$ cat config.mk
export PLATFORM = sky130hd
export DESIGN_NAME = lzo_ram
export DESIGN_NICKNAME = d
export VERILOG_FILES = /design/src/rtl/lzo_ram.sv
export SDC_FILE = /design/constraint.sdc
export NUM_CORES = 2
export LEC_CHECK = 0
export ABC_CLOCK_PERIOD_IN_PS = 2920
export BUFFER_PORTS_ARGS = -buffer_cell sky130_fd_sc_hd__buf_2
export CORE_UTILIZATION = 45
export DETAILED_ROUTE_END_ITERATION = 8
export SYNTH_ARGS = -nofsm -noshare
export SYNTH_HDL_FRONTEND = slang
export SYNTH_SLANG_ARGS = --single-unit
export TNS_END_PERCENT = 100
$ cat constraint.sdc
create_clock -name clk -period 2.92 [get_ports clk]
set_input_delay 0.146 -clock clk [delete_from_list [all_inputs] [get_ports clk]]
set_output_delay 0.146 -clock clk [all_outputs]
set_load 0.01 [all_outputs]
$ cat src/rtl/lzo_ram.sv
// generic simple dual-port ram, one write port and one registered read port
`default_nettype none

module lzo_ram #(
  parameter int WIDTH = 8,
  parameter int DEPTH = 256
) (
  input  wire logic                     clk,
  input  wire logic                     we,
  input  wire logic [$clog2(DEPTH)-1:0] waddr,
  input  wire logic [WIDTH-1:0]         wdata,
  input  wire logic [$clog2(DEPTH)-1:0] raddr,
  output logic      [WIDTH-1:0]         rdata
);

  logic [WIDTH-1:0] mem [DEPTH];
  logic [WIDTH-1:0] rdata_r;

  // write port
  always_ff @(posedge clk) begin
    if (we) begin
      mem[waddr] <= wdata;
    end
  end

  // registered read
  always_ff @(posedge clk) begin
    rdata_r <= mem[raddr];
  end

  assign rdata = rdata_r;

endmodule

`default_nettype wire

**Word-level counts from Yosys, hierarchy flattened**

Memory sizes are Yosys's and may differ from the RTL's. A register that Yosys moved wholly into a read port is not among the register bits.
Cells that the tools add are included.

- Bits in registers: 0
- Memory bits (writable): 2048
- Input bits: 26
- Output and inout port bits: 8
- Word-level logic and storage cells: 3
- Memories: 1

Memories:

| memory | depth | width | read ports | clocked after memory_dff | write ports | RTL line | RTL |
|---|---|---|---|---|---|---|---|
| mem | 256 | 8 | 1 | 1 | 1 | 16 | `logic [WIDTH-1:0] mem [DEPTH];` |

- Multiplexer cells: 2

Operators by type and width:

| cell | number |
|---|---|
| $mux 1 | 2 |

**Logic depth before layout (Yosys ltp)**

- Word-level depth: 2
- Mapped depth: 11
- Mapped depth without buffers: 6

**Least setup slack after synthesis**

No wires, ideal clock.

- Path kind: input-to-reg
- Start point: input port raddr[0]
- End point: register rdata_r[2] (netlist: rdata[2]) (read register of mem)
- Setup time: 0.131 ns
- Data arrival time: 1.953 ns
- Setup slack: 0.836 ns
- Cell stages on the path: 9
- Path buffers: 4
- Cell sequence: buf_6 -> buf_12 -> buf_8 -> buf_2 -> mux4_2 -> a22oi_1 -> a21oi_1 -> nor4_1 -> nor4_2

RTL lines:

| what | RTL line | RTL |
|---|---|---|
| start: declaration | 12 | `input wire logic [$clog2(DEPTH)-1:0] raddr,` |
| end: declaration | 17 | `logic [WIDTH-1:0] rdata_r;` |

==> reports/metrics.csv <==
metric,value,unit
status,finished clean,
Setup Skew,0.0370,ns
number of remaining DRC errors,0,
Post-Place Worst Slack,-0.315,ns
DR WL/cell,29.5,um
Reg-to-Reg Start,mem[82][4],
yosys synthesis warning count,0,
"Net Count, Synth",3759,
final worst slack,0.213,ns
# nets final,4307,
total gr overflow,0,
Rows,153,
nature of the critical path startpoint,register,
Max Clk Rate,369,MHz
critical path class,register to register,
Critical Path Sink Type,register,
R2R depth,6,
slew margin rel.,32.7,%
layout cells sized above 1,29.7,%
Final Util,52.9,%
Synth Register Bits,2056,
first-pass GRT wire length,289,mm
io pins,34,
synth unique cells,55,
routed vias,40165,
post-route ant nets,0,
Initial DRC Count,4466,
sequential fraction of the synthesis area,77.5,%
Min-Delay Path Depth,4,
Avg Inst Size Synth,21.3,sq um
Fill cells,13465,
most frequent cells in the layout,"edfxtp_1 (2048), buf_4 (480), mux4_2 (454), nor2_1 (279), clkbuf_16 (201)",
"EDFF count, synth",2048,
root buffer cell,clkbuf_16,
"Clk pin slew, worst setup/hold paths",0.06,ns
total wire length,200,mm
synthesized instance count,3733,
Slowest Stage Delay on Critical Path,0.71,ns
core area,175000,sq um
HP Class,primary input to register,
Final setup viols,0,
Crit-path slowest cell,nor4_1,
Most used DFF post-synth,edfxtp_1,
P_leak,0.0296,uW
critical path data arrival time,3.43,ns
CTS H-tree lvls,4,
mapped cell area,79600,sq um
dpl hpwl,129,mm
"commonest non-fill, non-tap cell in the layout",edfxtp_1,
Worst-Margin Slew,1.01,ns
Final Hold Fails,0,
Final Hold Slack,0.0693,ns
setup bufs post-CTS,0,
Final TNS setup,0,ns
CP cell instances,"mux4_2, mux4_2, nor2b_1, nor4_1, buf_4, nor4_1",
Hold EP,mem[215][5],
clock sink count,2056,
1st-pass router iterations,5,
CP top delay family,multiplexers,
global-route track usage on met1,32.4,%
Reg-to-Reg End,rdata[4],
r2r setup slk,0.21,ns
Starting Density,45.5,%
Overall Global Routing Usage,22.5,%
Via density,5.93,
max-cap violations,0,
Hold Crit Start,waddr[1],
Buf/Inv on CP,1,
Crit path required time,3.65,ns
DIE AREA,178000,sq um
VDD IR-drop max,0.535,mV
Tcrit/Tclk final,92.7,%
Max clock buf depth,3,
die height,422,um
crit-path max FO,1,
TritonCTS clock tree,built,
met3 Use GR,4.09,%
max-slew violation count,0,
Global Route met2 Usage,35.5,%
Power Dens Cells,657,nW/um^2
area delta synth->final,16.3,%
vias in the first global route,40269,
gpl congestion,0.867,
RSZ-0062 raised after global routing,false,
antenna violations before repair,16,
total CTS buffers,199,
fraction of registers with async set/reset,0,%
worst skew pair latency,0.83,ns
port bufs,33,
GRT busiest layer,met2,
Die Span X,422,um
largest net degree at the start of global routing,111,
post-layout min period,2.71,ns
-- per-stage QoR --
stage	std cells	area [sq um]	power, uW
2_1_floorplan	3733	79600	34800
3_3_place_gp	6394	86100	36400
3_5_place_dp	6394	86100	36500
4_1_cts	6776	92500	61200
5_1_grt	6777	92500	62400
6_report	6778	92500	60800
-- cell families after synthesis --
family          synth area share, %
flops                          77.5
mux                            14.6
simple gates                   2.63
compound gates                 3.42
buf+inv                        1.83
-- worst max-delay path by stage --
stage,start,end,slack [ns],cells after the start
after floorplan,raddr[0],rdata[2],0.84,9
after global placement,raddr[0],rdata[0],-0.38,11
after detailed placement,raddr[0],rdata[0],-0.32,11
after CTS,mem[82][4],rdata[4],0.22,6
after global routing,mem[82][4],rdata[4],0.16,6
final,mem[82][4],rdata[4],0.21,6
-- registers in the layout, indices dropped and copies added (netlist names) --
name and cells:
mem 2048, rdata 8
-- Yosys cell counts, types with 5 or more instances --
master / n / area, sq um
mux2i_1: 134 / 1340
clkbuf_1: 111 / 417
buf_6: 21 / 236
buf_1: 22 / 82.6
buf_4: 27 / 203
edfxtp_1: 2048 / 61500
a211oi_1: 16 / 120
a22oi_1: 133 / 998
mux4_2: 454 / 10200
buf_2: 31 / 155
buf_12: 8 / 160
o22ai_1: 28 / 175
nor4_1: 24 / 150
nor2b_1: 31 / 194
o221ai_1: 46 / 403
nand2_1: 33 / 124
nand4_1: 10 / 62.6
a22o_1: 8 / 70.1
dfxtp_1: 8 / 160
nand3_1: 34 / 170
nand2b_1: 8 / 50.1
nor2_1: 282 / 1060
and2_1: 6 / 37.5
a21oi_1: 96 / 480
a221oi_1: 13 / 114
nor3_1: 22 / 110
o21ai_0: 10 / 50.1
o22a_1: 5 / 43.8
buf_8: 13 / 195
o211ai_1: 10 / 75.1
-- cell type report --
cell class	count	area (sq um)	area share (%)
Clock buffer	241	5180	5.60
Tap cell	2325	2910	3.14
Antenna cell	2	5.00	0.00541
Sequential cell	2056	61700	66.7
Multi-Input combinational cell	1442	16500	17.8
Inverter	2	7.51	0.00812
Clock inverter	130	1120	1.21
Timing Repair Buffer	580	5130	5.55
-- worst reg2reg max path, stage by stage, from the launching register on --
cell	delay [ns]
edfxtp_1	0.38
mux4_2	0.51
mux4_2	0.55
nor2b_1	0.20
nor4_1	0.71
buf_4	0.22
nor4_1	0.05
-- layer usage --
layer / share of wire (%) / up-vias / routed length (um)
met5: 0.0065 / - / 13
met4: 2.5 / 2 / 4990
met3: 7.4 / 294 / 14800
met2: 48 / 1548 / 96000
met1: 42 / 21488 / 84000
li1: - / 16833 / -
-- what timing repair did --
action                                 4_1_cts  5_1_grt
gates resized for setup                      0        0
endpoints found under the hold margin      782        0
hold buffers                                11        0
-- report_power, final --
group	switching, uW	internal [uW]
clock network	11000	14000
registers	45.7	32500
logic	2000	1240
Power figures use the tool's default switching activity.
